===== src/cbsm_pkg.sv =====
`timescale 1ns / 1ps
`default_nettype none
// ----------------------------------------------------------------------------
// cbsm_pkg: shared types and constants of the bank-switch mapper
// Field widths, access codes, board variants, register map and reset values.
// ----------------------------------------------------------------------------
package cbsm_pkg;

    localparam int MODE_W     = 2;
    localparam int ADDR_W     = 16;
    localparam int DATA_W     = 8;
    localparam int MAP_ADDR_W = 19;

    localparam int CHR_SLOTS  = 8;
    localparam int SLOT_W     = $clog2(CHR_SLOTS);
    localparam int CHR_BANK_W = 9;
    localparam int PRG_BANK_W = 5;
    localparam int PRG_CNT_W  = 6;

    // configuration port
    localparam int CFG_IDX_W  = 2;
    localparam int CFG_DATA_W = 6;

    typedef enum logic [CFG_IDX_W-1:0] {
        CFG_BOARD_VARIANT  = 2'd0,
        CFG_PRG_BANK_COUNT = 2'd1,
        CFG_FOUR_SCREEN    = 2'd2
    } cfg_index_t;

    typedef enum logic [MODE_W-1:0] {
        MODE_CPU_WRITE = 2'd0,
        MODE_CPU_READ  = 2'd1,
        MODE_PPU_READ  = 2'd2
    } access_mode_t;

    typedef enum logic [1:0] {
        VARIANT_21 = 2'd0,
        VARIANT_22 = 2'd1,
        VARIANT_23 = 2'd2,
        VARIANT_25 = 2'd3
    } board_variant_t;

    typedef enum logic [1:0] {
        MIRR_VERTICAL   = 2'd0,
        MIRR_HORIZONTAL = 2'd1,
        MIRR_SINGLE_0   = 2'd2,
        MIRR_SINGLE_1   = 2'd3
    } mirroring_t;

    // register groups by the top nibble of the rewired address
    localparam logic [3:0] HI_PRG_A     = 4'h8;
    localparam logic [3:0] HI_CTRL      = 4'h9;
    localparam logic [3:0] HI_PRG_B     = 4'hA;
    localparam logic [3:0] HI_CHR_FIRST = 4'hB;
    localparam logic [3:0] HI_CHR_LAST  = 4'hE;

    localparam logic [DATA_W-1:0] MIRR_ALL_ONES = 8'hFF;
    localparam logic [5:0]        PALETTE_PAGE  = 6'h3F;

    localparam logic [1:0]            RST_VARIANT    = VARIANT_21;
    localparam logic [PRG_CNT_W-1:0]  RST_PRG_COUNT  = 6'd32;
    localparam logic [PRG_CNT_W-1:0]  MIN_PRG_COUNT  = 6'd2;
    localparam logic [PRG_BANK_W-1:0] RST_PRG_BANK_A = 5'd0;
    localparam logic [PRG_BANK_W-1:0] RST_PRG_BANK_B = 5'd1;

endpackage
`default_nettype wire


===== src/cbsm_if.sv =====
`timescale 1ns / 1ps
`default_nettype none
// ----------------------------------------------------------------------------
// cbsm_if: request and response channels of the bank-switch mapper
// Valid/ready channels; an item moves when both are high at a clock edge.
// ----------------------------------------------------------------------------
interface cbsm_req_if
    import cbsm_pkg::*;
    ();
    logic              valid;
    logic              ready;
    logic [MODE_W-1:0] mode;
    logic [ADDR_W-1:0] address;
    logic [DATA_W-1:0] data;

    modport source (output valid, output mode, output address, output data, input ready);
    modport sink   (input valid, input mode, input address, input data, output ready);
endinterface

interface cbsm_rsp_if
    import cbsm_pkg::*;
    ();
    logic                  valid;
    logic                  ready;
    logic                  mapped_valid;
    logic                  is_nametable;
    logic [MAP_ADDR_W-1:0] mapped_address;
    logic                  nametable_page;

    modport source (output valid, output mapped_valid, output is_nametable,
                    output mapped_address, output nametable_page, input ready);
    modport sink   (input valid, input mapped_valid, input is_nametable,
                    input mapped_address, input nametable_page, output ready);
endinterface
`default_nettype wire


===== src/cartridge_bank_switch_mapper_unit.sv =====
`timescale 1ns / 1ps
`default_nettype none
// ----------------------------------------------------------------------------
// cartridge_bank_switch_mapper_unit: bank-switching mapper, boards 21/22/23/25
// Decodes CPU register writes and maps CPU and PPU reads to ROM offsets.
// ----------------------------------------------------------------------------
// Usage:
//   req  - one bus access per item: mode (CPU write, CPU read, PPU read),
//          address and write data.
//   rsp  - exactly one item per request item, in order: mapped_valid,
//          is_nametable, mapped_address, nametable_page. Writes answer zeros.
//   cfg  - cfg_we/cfg_index/cfg_wdata set board variant, PRG bank count and
//          four-screen; write only while no item is in flight.
// Timing:
//   An item is held in an input register, decoded in one pass against the
//   bank state and lands in the result register, which drives rsp.valid.
//   One item per cycle is sustained while rsp.ready stays high; the figure
//   is set by the single decode stage that reads and updates the bank
//   registers. A write takes effect for every item accepted after it.
// Stalls: while rsp is held the input register still takes one more item;
//   req.ready then drops until the result register drains.
// Reset: rst_n clears both stages, config to its defaults (variant 21, 32
//   PRG banks, four-screen off) and banks to A=0, B=1, swap off, vertical
//   mirroring, all CHR banks zero.
// ----------------------------------------------------------------------------
module cartridge_bank_switch_mapper_unit
    import cbsm_pkg::*;
(
    input  wire                  clk,
    input  wire                  rst_n,
    cbsm_req_if.sink             req,
    cbsm_rsp_if.source           rsp,
    input  wire                  cfg_we,
    input  wire [CFG_IDX_W-1:0]  cfg_index,
    input  wire [CFG_DATA_W-1:0] cfg_wdata
);

    // configuration
    logic [1:0]           variant_reg;
    logic [PRG_CNT_W-1:0] prg_count_reg;
    logic                 four_screen_reg;

    // bank state
    logic [PRG_BANK_W-1:0] prg_bank_a_reg, prg_bank_a_next;
    logic [PRG_BANK_W-1:0] prg_bank_b_reg, prg_bank_b_next;
    logic                  prg_swap_reg, prg_swap_next;
    logic [1:0]            mirroring_reg, mirroring_next;
    logic [CHR_BANK_W-1:0] chr_bank_reg [CHR_SLOTS];
    logic [CHR_BANK_W-1:0] chr_bank_next [CHR_SLOTS];

    // input stage
    logic              s1_valid_reg;
    logic [MODE_W-1:0] s1_mode_reg;
    logic [ADDR_W-1:0] s1_addr_reg;
    logic [DATA_W-1:0] s1_data_reg;

    // result stage
    logic                  out_valid_reg;
    logic                  out_mvalid_reg, out_mvalid_next;
    logic                  out_nt_reg, out_nt_next;
    logic [MAP_ADDR_W-1:0] out_addr_reg, out_addr_next;
    logic                  out_page_reg, out_page_next;

    logic s1_fire;
    logic req_fire;

    assign s1_fire  = s1_valid_reg && (!out_valid_reg || rsp.ready);
    assign req.ready = !s1_valid_reg || s1_fire;
    assign req_fire = req.valid && req.ready;

    // ---------------------------------------------------------------------
    // register-write decode: address lines rewired per board variant
    // (rewired address always carries only two low bits, so all land in
    // the register file range)
    // ---------------------------------------------------------------------
    logic [3:0]      wr_hi;
    logic [1:0]      wr_lo;
    logic [3:0]      chr_ofs;
    logic [SLOT_W-1:0] wr_slot;
    logic [1:0]      mirr_wr;
    logic            wr_en;

    assign wr_hi = s1_addr_reg[15:12];

    always_comb
    begin
        case (board_variant_t'(variant_reg))
            VARIANT_21: wr_lo = s1_addr_reg[2:1] | s1_addr_reg[7:6];
            VARIANT_22: wr_lo = {s1_addr_reg[0], s1_addr_reg[1]};
            VARIANT_23: wr_lo = s1_addr_reg[1:0] | s1_addr_reg[3:2];
            VARIANT_25: wr_lo = {s1_addr_reg[0] | s1_addr_reg[2],
                                 s1_addr_reg[1] | s1_addr_reg[3]};
            default:    wr_lo = s1_addr_reg[1:0];
        endcase
    end

    assign chr_ofs = wr_hi - HI_CHR_FIRST;
    assign wr_slot = {chr_ofs[1:0], wr_lo[1]};

    // board 22 keeps one mirroring bit; board 23 reads all ones as horizontal
    always_comb
    begin
        case (board_variant_t'(variant_reg))
            VARIANT_22: mirr_wr = {1'b0, s1_data_reg[0]};
            VARIANT_23: mirr_wr = (s1_data_reg == MIRR_ALL_ONES) ? MIRR_HORIZONTAL
                                                                 : s1_data_reg[1:0];
            default:    mirr_wr = s1_data_reg[1:0];
        endcase
    end

    assign wr_en = s1_fire && (access_mode_t'(s1_mode_reg) == MODE_CPU_WRITE)
                   && s1_addr_reg[15];

    always_comb
    begin
        prg_bank_a_next = prg_bank_a_reg;
        prg_bank_b_next = prg_bank_b_reg;
        prg_swap_next   = prg_swap_reg;
        mirroring_next  = mirroring_reg;
        for (int i = 0; i < CHR_SLOTS; i++)
        begin
            chr_bank_next[i] = chr_bank_reg[i];
        end
        if (wr_en)
        begin
            case (wr_hi) inside
                HI_PRG_A: prg_bank_a_next = s1_data_reg[PRG_BANK_W-1:0];
                HI_CTRL:
                begin
                    if (wr_lo[1])
                    begin
                        prg_swap_next = s1_data_reg[1];
                    end
                    else if (!four_screen_reg)
                    begin
                        mirroring_next = mirr_wr;
                    end
                end
                HI_PRG_B: prg_bank_b_next = s1_data_reg[PRG_BANK_W-1:0];
                [HI_CHR_FIRST:HI_CHR_LAST]:
                begin
                    if (wr_lo[0])
                    begin
                        chr_bank_next[wr_slot] = {s1_data_reg[4:0], chr_bank_reg[wr_slot][3:0]};
                    end
                    else
                    begin
                        chr_bank_next[wr_slot] = {chr_bank_reg[wr_slot][8:4], s1_data_reg[3:0]};
                    end
                end
                default: ; // IRQ block and unused groups
            endcase
        end
    end

    // ---------------------------------------------------------------------
    // read mapping
    // ---------------------------------------------------------------------
    logic [PRG_CNT_W-1:0]  prg_count_eff;
    logic [PRG_CNT_W-1:0]  prg_last;
    logic [PRG_CNT_W-1:0]  prg_last_m1;
    logic [PRG_CNT_W-1:0]  prg_bank;
    logic [13:0]           ppu_addr;
    logic [CHR_BANK_W-1:0] chr_bank;

    assign prg_count_eff = (prg_count_reg < MIN_PRG_COUNT) ? MIN_PRG_COUNT : prg_count_reg;
    assign prg_last      = prg_count_eff - PRG_CNT_W'(1);
    assign prg_last_m1   = prg_count_eff - PRG_CNT_W'(2);

    // 8 KB windows at 0x8000/0xA000/0xC000/0xE000; swap exchanges first and third
    always_comb
    begin
        case (s1_addr_reg[14:13])
            2'd0:    prg_bank = prg_swap_reg ? prg_last_m1 : {1'b0, prg_bank_a_reg};
            2'd1:    prg_bank = {1'b0, prg_bank_b_reg};
            2'd2:    prg_bank = prg_swap_reg ? {1'b0, prg_bank_a_reg} : prg_last_m1;
            default: prg_bank = prg_last;
        endcase
    end

    assign ppu_addr = s1_addr_reg[13:0];
    assign chr_bank = (board_variant_t'(variant_reg) == VARIANT_22)
                      ? (chr_bank_reg[ppu_addr[12:10]] >> 1)
                      : chr_bank_reg[ppu_addr[12:10]];

    always_comb
    begin
        out_mvalid_next = 1'b0;
        out_nt_next     = 1'b0;
        out_addr_next   = '0;
        out_page_next   = 1'b0;
        case (access_mode_t'(s1_mode_reg))
            MODE_CPU_READ:
            begin
                if (s1_addr_reg[15])
                begin
                    out_mvalid_next = 1'b1;
                    out_addr_next   = {prg_bank, s1_addr_reg[12:0]};
                end
            end
            MODE_PPU_READ:
            begin
                if (!ppu_addr[13])
                begin
                    out_mvalid_next = 1'b1;
                    out_addr_next   = {chr_bank, ppu_addr[9:0]};
                end
                else if (ppu_addr[13:8] != PALETTE_PAGE)
                begin
                    out_mvalid_next = 1'b1;
                    out_nt_next     = 1'b1;
                    case (mirroring_t'(mirroring_reg))
                        MIRR_VERTICAL:   out_page_next = ppu_addr[10];
                        MIRR_HORIZONTAL: out_page_next = ppu_addr[11];
                        MIRR_SINGLE_0:   out_page_next = 1'b0;
                        default:         out_page_next = 1'b1;
                    endcase
                end
            end
            default: ; // writes and unused code answer zeros
        endcase
    end

    // ---------------------------------------------------------------------
    // registers
    // ---------------------------------------------------------------------
    always_ff @(posedge clk or negedge rst_n)
    begin
        if (!rst_n)
        begin
            variant_reg     <= RST_VARIANT;
            prg_count_reg   <= RST_PRG_COUNT;
            four_screen_reg <= 1'b0;
        end
        else if (cfg_we)
        begin
            case (cfg_index_t'(cfg_index))
                CFG_BOARD_VARIANT:  variant_reg     <= cfg_wdata[1:0];
                CFG_PRG_BANK_COUNT: prg_count_reg   <= cfg_wdata;
                CFG_FOUR_SCREEN:    four_screen_reg <= cfg_wdata[0];
                default: ;
            endcase
        end
    end

    always_ff @(posedge clk or negedge rst_n)
    begin
        if (!rst_n)
        begin
            prg_bank_a_reg <= RST_PRG_BANK_A;
            prg_bank_b_reg <= RST_PRG_BANK_B;
            prg_swap_reg   <= 1'b0;
            mirroring_reg  <= MIRR_VERTICAL;
            for (int i = 0; i < CHR_SLOTS; i++)
            begin
                chr_bank_reg[i] <= '0;
            end
        end
        else
        begin
            prg_bank_a_reg <= prg_bank_a_next;
            prg_bank_b_reg <= prg_bank_b_next;
            prg_swap_reg   <= prg_swap_next;
            mirroring_reg  <= mirroring_next;
            for (int i = 0; i < CHR_SLOTS; i++)
            begin
                chr_bank_reg[i] <= chr_bank_next[i];
            end
        end
    end

    always_ff @(posedge clk or negedge rst_n)
    begin
        if (!rst_n)
        begin
            s1_valid_reg  <= 1'b0;
            out_valid_reg <= 1'b0;
        end
        else
        begin
            if (req.ready)
            begin
                s1_valid_reg <= req.valid;
            end
            if (s1_fire)
            begin
                out_valid_reg <= 1'b1;
            end
            else if (rsp.ready)
            begin
                out_valid_reg <= 1'b0;
            end
        end
    end

    always_ff @(posedge clk)
    begin
        if (req_fire)
        begin
            s1_mode_reg <= req.mode;
            s1_addr_reg <= req.address;
            s1_data_reg <= req.data;
        end
        if (s1_fire)
        begin
            out_mvalid_reg <= out_mvalid_next;
            out_nt_reg     <= out_nt_next;
            out_addr_reg   <= out_addr_next;
            out_page_reg   <= out_page_next;
        end
    end

    assign rsp.valid          = out_valid_reg;
    assign rsp.mapped_valid   = out_mvalid_reg;
    assign rsp.is_nametable   = out_nt_reg;
    assign rsp.mapped_address = out_addr_reg;
    assign rsp.nametable_page = out_page_reg;

endmodule
`default_nettype wire


===== src/flat_wrapper.sv =====
// flat-port wrapper written by rule: the top's interface ports become plain ports
module cartridge_bank_switch_mapper_unit_flat import cbsm_pkg::*;
  (clk, rst_n, cfg_we, cfg_index, cfg_wdata, req_valid, req_mode, req_address, req_data, req_ready, rsp_valid, rsp_mapped_valid, rsp_is_nametable, rsp_mapped_address, rsp_nametable_page, rsp_ready);
  cbsm_req_if req_i ();
  cbsm_rsp_if rsp_i ();
  input  wire clk;
  input  wire rst_n;
  input  wire cfg_we;
  input  wire [CFG_IDX_W-1:0] cfg_index;
  input  wire [CFG_DATA_W-1:0] cfg_wdata;
  input wire logic [$bits(req_i.valid)-1:0] req_valid;
  input wire logic [$bits(req_i.mode)-1:0] req_mode;
  input wire logic [$bits(req_i.address)-1:0] req_address;
  input wire logic [$bits(req_i.data)-1:0] req_data;
  output wire logic [$bits(req_i.ready)-1:0] req_ready;
  output wire logic [$bits(rsp_i.valid)-1:0] rsp_valid;
  output wire logic [$bits(rsp_i.mapped_valid)-1:0] rsp_mapped_valid;
  output wire logic [$bits(rsp_i.is_nametable)-1:0] rsp_is_nametable;
  output wire logic [$bits(rsp_i.mapped_address)-1:0] rsp_mapped_address;
  output wire logic [$bits(rsp_i.nametable_page)-1:0] rsp_nametable_page;
  input wire logic [$bits(rsp_i.ready)-1:0] rsp_ready;
  assign req_i.valid = req_valid;
  assign req_i.mode = req_mode;
  assign req_i.address = req_address;
  assign req_i.data = req_data;
  assign req_ready = req_i.ready;
  assign rsp_valid = rsp_i.valid;
  assign rsp_mapped_valid = rsp_i.mapped_valid;
  assign rsp_is_nametable = rsp_i.is_nametable;
  assign rsp_mapped_address = rsp_i.mapped_address;
  assign rsp_nametable_page = rsp_i.nametable_page;
  assign rsp_i.ready = rsp_ready;
  cartridge_bank_switch_mapper_unit u_core (.clk(clk), .rst_n(rst_n), .req(req_i), .rsp(rsp_i), .cfg_we(cfg_we), .cfg_index(cfg_index), .cfg_wdata(cfg_wdata));
endmodule

===== config.mk =====
export PLATFORM = sky130hd
export DESIGN_NAME = cartridge_bank_switch_mapper_unit_flat
export DESIGN_NICKNAME = d
export VERILOG_FILES = /design/src/cbsm_pkg.sv /design/src/cbsm_if.sv /design/src/cartridge_bank_switch_mapper_unit.sv /design/src/flat_wrapper.sv
export SDC_FILE = /design/constraint.sdc
export NUM_CORES = 1
export LEC_CHECK = 0
export BUFFER_PORTS_ARGS = -buffer_cell sky130_fd_sc_hd__buf_4
export CORE_MARGIN = 1
export CORE_UTILIZATION = 30
export CTS_CLUSTER_DIAMETER = 60
export DETAILED_ROUTE_END_ITERATION = 10
export GPL_TIMING_DRIVEN = 0
export PLACE_DENSITY = 0.51
export SKIP_CTS_REPAIR_TIMING = 1
export SLEW_MARGIN = 40
export SYNTH_ARGS = -nofsm -noshare
export SYNTH_HDL_FRONTEND = slang
export SYNTH_SLANG_ARGS = --single-unit

===== constraint.sdc =====
create_clock -name clk -period 3.1 [get_ports clk]
set_input_delay 0.31 -clock clk [delete_from_list [all_inputs] [get_ports clk]]
set_output_delay 0.31 -clock clk [all_outputs]
set_load 0.1 [all_outputs]

==> summary.md, run 1 <==
| Metric | Value |
|---|---|
| Outcome | `finished, final reports clean` |
| Worst-path maximum fanout | `11` |
| Syn_area_per_cell | `10.6 um2` |
| Initial antenna violation count | `0` |
| Global route overflow | `0` |
| Share of post-route cells with drive strength above 1 | `26.7%` |
| Achievable Freq | `333 MHz` |
| Cells after DPL | `1266` |
| Min Hold Slack | `43.3 ps` |
| Worst r2r path cells | `10` |
| Async SR Flop Fraction | `66.7%` |
| Design area | `0.0105 mm2` |
| RD Place Congestion | `0.921` |
| Worst skew pair latency | `440 ps` |
| Reg2reg end | `u_core.chr_bank_reg[71]` |
| DRT Pass-1 Iters | `5` |
| IO Port Bufs | `62` |
| Die Span Y | `172 um` |
| Layout Skew | `11.8 ps` |
| Die W | `172 um` |
| Worst-path clk slew | `70 ps` |
| Vias/cell | `5.98` |
| Sequential area share after synthesis | `44.3%` |
| Routed Wire Length | `32.0 mm` |
| Overall power | `6.58 mW` |
| Crit-path slowest cell | `edfxtp_1` |
| Number of flip-flops in the largest register | `72` |
| P_leak | `3.89 nW` |
| Num rows | `61` |
| Final WS setup | `96.1 ps` |
| Cell chosen for the clock root | `clkbuf_16` |
| Worst min path class | `input pin to flip-flop` |
| Worst Path Buf+Inv | `5` |
| Routed len/inst | `24.6 um` |
| RSZ-0062 raised after global routing | `no` |
| CP startpoint kind | `flip-flop` |
| # clock sinks | `144` |
| Synth cell types | `60` |
| # setup viols final | `0` |
| Area grow syn2layout | `20.7%` |
| Commonest cells post-synth | `dfrtp_1 (94), nand2_1 (77), a21oi_1 (67)` |
| Synth area leader | `dfrtp_1` |
| Period utilization | `96.9%` |
| M1 GR Usage | `30.0%` |
| Critical path class | `flip-flop to flip-flop` |
| Worst Hold End | `u_core.s1_data_reg[4]` |
| I/O pins | `63` |
| Vias in the first global route | `7725` |
| Reg2Reg Setup Slack | `100 ps` |
| Register bit total from synthesis | `144` |
| Max IR drop VDD | `0.395 mV` |
| Ys flop type | `dfrtp_1` |
| CP endpoint kind | `flip-flop` |
| First-pass GRT wire length | `48.5 mm` |
| Synth top area cells | `dfrtp_1 (27%), edfxtp_1 (17%), a41oi_1 (6.3%)` |
| GRT busiest layer | `met2` |
| Synthesized area | `0.00869 mm2` |
| Slew Limit Fails | `0` |
| TritonCTS clock tree | `done` |
| Syn. warnings | `0` |
| Pwr dens | `627 mW/mm2` |
| Hold depth | `1` |
| Final Instance Count excl. Fillers | `1304` |
| GR met3 Demand/Resource | `4.99%` |
| Pin count of the biggest net entering global routing | `97` |
| DP Wirelength | `22.8 mm` |
| Max Cap Viol | `0` |
| Layout Nets | `967` |
| Met2 Use GR | `34.6%` |
| CP peak stage delay | `430 ps` |
| Core region area | `0.0282 mm2` |
| H-tree depth | `4` |
| Top Family by Delay on Critical Path | `buffers and inverters` |
| Syn Inst Count | `822` |
| Critical-path cell list | `clkinvlp_4, clkbuf_4, ha_1, inv_1, a31oi_1, a311oi_4, dlymetal6s2s_1, and3_1, buf_4, mux2_2` |
| Top cell type's share of synthesized area | `27.1%` |
| Count leader, synth | `dfrtp_1` |
| Arr. time, crit path | `3320 ps` |
| Relative slew slack | `40.8%` |
| Initial Util | `30.9%` |
| Post-layout minimum cycle time | `3000 ps` |
| DP Area | `0.00973 mm2` |
| Net Count, Synth | `876` |
| EDFF count, synth | `48` |
| DRC viols | `0` |
| DRT iter0 DRCs | `849` |
| ANT cells | `0` |
| Worst-case clock buffer depth | `2` |
| DR vias | `7803` |
| Die ar. | `0.0296 mm2` |
| All-Layer GR Usage | `22.5%` |
| Hold path start | `req_data[4]` |
| Slew @ Worst Pin | `883 ps` |
| TritonCTS Buffers | `17` |
| Pre-CTS setup slack | `-895 ps` |
| Critical Path RT | `3410 ps` |
| Routed Antenna Nets | `0` |
| # fillers | `2768` |
| R2r startpoint | `u_core.s1_addr_reg[12]` |
| Final Hold Fails | `0` |
## cell type report
cell class | instances | area [um2] | share of cell area [%]
tap | 378 | 473 | 4.51
inverter | 12 | 48.8 | 0.465
clock inverter | 12 | 148 | 1.41
timing repair buffer | 77 | 621 | 5.92
sequential | 144 | 3850 | 36.7
buffer | 59 | 360 | 3.43
clock buffer | 20 | 457 | 4.35
multi-input combinational | 602 | 4540 | 43.3
## layer usage
| layer | routed length [um] | vias up |
|---|---|---|
| li1 | - | 3433 |
| met1 | 13800 | 3875 |
| met2 | 14600 | 412 |
| met3 | 2550 | 83 |
| met4 | 1120 | 0 |
| met5 | 0 | - |
## cells in the final DEF, fill, tap and decap left out, drive strengths merged, types with 4 or more instances in the layout
cell	synthesis	final
a2111oi	5	5
a211oi	13	13
a21boi	4	4
a21oi	68	68
a221oi	4	4
a22oi	9	9
a41oi	64	64
and2	17	17
and3	7	7
buf	44	115
clkbuf	20	38
dfrtp	94	94
edfxtp	48	48
ha	15	15
inv	11	16
mux2	45	45
mux2i	13	13
mux4	20	20
nand2	78	78
nand2b	7	7
nand3	46	46
nand3b	4	4
nand4	7	7
nor2	37	37
nor3	8	8
o2111ai	33	33
o21ai	51	51
o22ai	5	5
or4	16	16
xnor2	4	4
## power breakdown
group / leakage (nW) / internal [mW] / switching [mW]
combinational: 1.86 / 0.646 / 1.31
clock: 0.290 / 1.25 / 0.900
sequential: 1.74 / 2.24 / 0.229
total: 3.89 / 4.14 / 2.44
## kinds of logic after synthesis
logic type               count (synthesis)  share of synthesized area, %
AO/OA/AOI/OAI                          267                          22.2
AND/OR/NAND/NOR                        235                          13.4
flip-flops                             144                          44.3
multiplexers                            78                          12.5
buffers and inverters                   76                          4.78
adder cells (fa/ha/maj)                 15                          2.16
XOR/XNOR                                 7                         0.706
## how the worst max path moves through the flow
stage	start	to	slack, ps	cells after the start
floorplan	u_core.rsp.valid	u_core.s1_addr_reg[0]	60	2
global placement	u_core.s1_addr_reg[12]	u_core.chr_bank_reg[15]	-1410	9
detailed placement	u_core.s1_addr_reg[12]	u_core.chr_bank_reg[14]	-900	10
CTS	u_core.s1_addr_reg[12]	u_core.chr_bank_reg[14]	-910	10
global route	u_core.s1_addr_reg[12]	u_core.chr_bank_reg[34]	20	7
finish	u_core.s1_addr_reg[12]	u_core.chr_bank_reg[71]	100	10
## worst reg2reg max path, stage by stage, from the launching register on
cell            delay (ps)
edfxtp_1               430
clkinvlp_4             180
clkbuf_4               280
ha_1                   350
inv_1                  200
a31oi_1                160
a311oi_4               300
dlymetal6s2s_1         230
and3_1                 180
buf_4                  210
mux2_2                 350
## per-stage QoR
step	util, %	TNS (ps)
floorplan	-	0
global placement	34.2	-58330
detailed placement	34.6	-51040
CTS	36.7	-52400
global route	37.3	0
finish	37.3	0
No activity file was read; power rests on OpenSTA's default activity.
==> run 2, diff against run 1 <==
Settings changed: ABC_CLOCK_PERIOD_IN_PS from default to 3100, CTS_BUF_LIST from default to sky130_fd_sc_hd__clkbuf_4 sky130_fd_sc_hd__clkbuf_8.
==> run 2 against run 1 <==
Total power is 7.7% lower. Clock skew increased by 7.8 ps. First-iteration DRC count rose by 17%. Global-route usage is essentially flat. Sequential share of layout area is 0.26 points lower. Critical path depth is 3 lower. Critical endpoint is now u_core.chr_bank_reg[69].
==> summary.md, run 2 (same netlist as run 1, synthesis figures left out) <==
| Metric | Value |
|---|---|
| R2r startpoint | `u_core.s1_addr_reg[12]` |
| Layout Nets | `994 (+2.8%)` |
| Hold depth | `2 (+1)` |
| Worst r2r path cells | `7 (-3)` |
| Layout Skew | `19.6 ps (+7.82 ps)` |
| Max IR drop VDD | `0.253 mV (-36%)` |
| Share of post-route cells with drive strength above 1 | `26.0% (-0.65 points)` |
| Outcome | `finished, final reports clean` |
| Max Cap Viol | `0 (unchanged)` |
| Commonest non-fill, non-tap cells in the layout | `dfrtp_1 (94), buf_4 (82), nand2_1 (77), a21oi_1 (63), a41oi_1 (63)` |
| Post-layout minimum cycle time | `2990 ps (-10.8 ps)` |
| Achievable Freq | `334 MHz (+0.36%)` |
| Routed Antenna Nets | `0 (unchanged)` |
| TritonCTS clock tree | `done` |
| H-tree depth | `4 (unchanged)` |
| Reg2reg end | `u_core.chr_bank_reg[69]` |
| Cells after DPL | `1266 (unchanged)` |
| Die ar. | `0.0296 mm2 (unchanged)` |
| First-pass GRT wire length | `48.3 mm (-0.44%)` |
| I/O pins | `63 (unchanged)` |
| Initial Util | `30.9% (unchanged)` |
| DRC viols | `0 (unchanged)` |
| Relative slew slack | `37.8% (-3.0 points)` |
| DP Wirelength | `22.8 mm (unchanged)` |
| Top Family by Delay on Critical Path | `compound AO/OA/AOI/OAI gates` |
| # clock sinks | `144 (unchanged)` |
| Final Hold Fails | `0 (unchanged)` |
| Pin count of the biggest net entering global routing | `97 (unchanged)` |
| Num rows | `61 (unchanged)` |
| Pwr dens | `575 mW/mm2 (-8.3%)` |
| Final WS setup | `107 ps (+10.8 ps)` |
| Cell chosen for the clock root | `clkbuf_8` |
| Routed Wire Length | `32.2 mm (+0.50%)` |
| Number of flip-flops in the largest register | `72 (unchanged)` |
| CP endpoint kind | `flip-flop` |
| RSZ-0062 raised after global routing | `no` |
| P_leak | `3.92 nW (+0.67%)` |
| CP peak stage delay | `750 ps (+320 ps)` |
| Critical path class | `flip-flop to flip-flop` |
| ANT cells | `0 (unchanged)` |
| Min Hold Slack | `37.9 ps (-5.40 ps)` |
| Critical Path RT | `3490 ps (+80 ps)` |
| DRT iter0 DRCs | `994 (+17%)` |
| Hold path start | `req_valid` |
| Die Span Y | `172 um (unchanged)` |
| TritonCTS Buffers | `17 (unchanged)` |
| CP startpoint kind | `flip-flop` |
| DR vias | `7954 (+1.9%)` |
| Slew @ Worst Pin | `927 ps (+44.1 ps)` |
| # setup viols final | `0 (unchanged)` |
| Period utilization | `96.6% (-0.35 points)` |
| Register Area | `0.00385 mm2 (unchanged)` |
| Crit-path slowest cell | `a2111oi_2` |
| Vias/cell | `5.98 (-0.13%)` |
| Reg2Reg Setup Slack | `110 ps (about the same)` |
| Final Instance Count excl. Fillers | `1331 (+2.1%)` |
| Worst skew pair latency | `480 ps (+40 ps)` |
| All-Layer GR Usage | `22.5% (about the same)` |
| Global route overflow | `0 (unchanged)` |
| # fillers | `2781 (+0.47%)` |
| Routed len/inst | `24.2 um (-1.5%)` |
| Worst Hold End | `u_core.s1_valid_reg` |
| Core region area | `0.0282 mm2 (unchanged)` |
| Area grow syn2layout | `21.6%` |
| DRT Pass-1 Iters | `6 (+1)` |
| Critical-path cell list | `clkinvlp_4, clkbuf_4, ha_1, nand2b_1, a2111oi_2, o21ai_0, a41oi_1` |
| Most common cell after layout, fill and taps aside | `dfrtp_1` |
| Worst-path clk slew | `90 ps (+20 ps)` |
| Worst Path Buf+Inv | `2 (-3)` |
| Pre-CTS setup slack | `-895 ps (unchanged)` |
| RD Place Congestion | `0.921 (unchanged)` |
| Die W | `172 um (unchanged)` |
| Vias in the first global route | `7693 (-0.41%)` |
| Worst min path class | `input pin to flip-flop` |
| Slew Limit Fails | `0 (unchanged)` |
| Arr. time, crit path | `3380 ps (+60 ps)` |
| IO Port Bufs | `62 (unchanged)` |
| Area of the multi-input gates | `0.00454 mm2 (unchanged)` |
| Worst-path maximum fanout | `11 (unchanged)` |
| Initial antenna violation count | `0 (unchanged)` |
| Worst-case clock buffer depth | `2 (unchanged)` |
## run 2: changes by cell type in the layout (fill, tap and decap cells not counted), sizes merged
cell	previous run	this run
buf	115	116
dlygate4sd3	1	27
## run 2: per-stage QoR
step	instance area (um2)	total power, mW	utilization [%]	setup TNS [ps]
2_1_floorplan	8690	3.73	-	0
3_3_place_gp	9630	4.36	34.2	-58330
3_5_place_dp	9730	4.39	34.6	-51040
4_1_cts	10100	6.01	36.0	-52300
5_1_grt	10600	6.34	37.5	0
6_report	10600	6.07	37.5	0
## run 2: how the worst max path moves through the flow
| stage | startpoint | end | slack, ps | cells after the start |
|---|---|---|---|---|
| after floorplan | u_core.rsp.valid | u_core.s1_addr_reg[0] | 60 | 2 |
| after global placement | u_core.s1_addr_reg[12] | u_core.chr_bank_reg[15] | -1410 | 9 |
| after detailed placement | u_core.s1_addr_reg[12] | u_core.chr_bank_reg[14] | -900 | 10 |
| after CTS | u_core.s1_addr_reg[12] | u_core.chr_bank_reg[14] | -910 | 10 |
| after global routing | u_core.s1_addr_reg[13] | u_core.chr_bank_reg[34] | 20 | 7 |
| final | u_core.s1_addr_reg[12] | u_core.chr_bank_reg[69] | 110 | 7 |
## run 2: layout make-up
class | count | share of cell area [%]
plain buffers | 60 | 3.45
clock buffers | 20 | 2.55
clock inverters | 12 | 1.40
well taps | 378 | 4.48
flip-flops and latches | 144 | 36.4
inverters | 12 | 0.462
repair buffers | 103 | 8.34
multi-input cells | 602 | 42.9
## run 2: routing by layer
metal | vias up | global-route usage [%] | wire length (um)
met5 | - | 0 | 0
met4 | 0 | 10.4 | 1150
met3 | 83 | 4.74 | 2580
met2 | 410 | 34.4 | 14500
met1 | 3981 | 30.3 | 13900
li1 | 3480 | - | -
## run 2: power breakdown
group | internal (mW) | leakage [nW] | total (mW) | switching (mW)
clock | 0.786 | 0.206 | 1.62 | 0.830
sequential | 2.24 | 1.74 | 2.47 | 0.228
combinational | 0.668 | 1.97 | 1.99 | 1.32
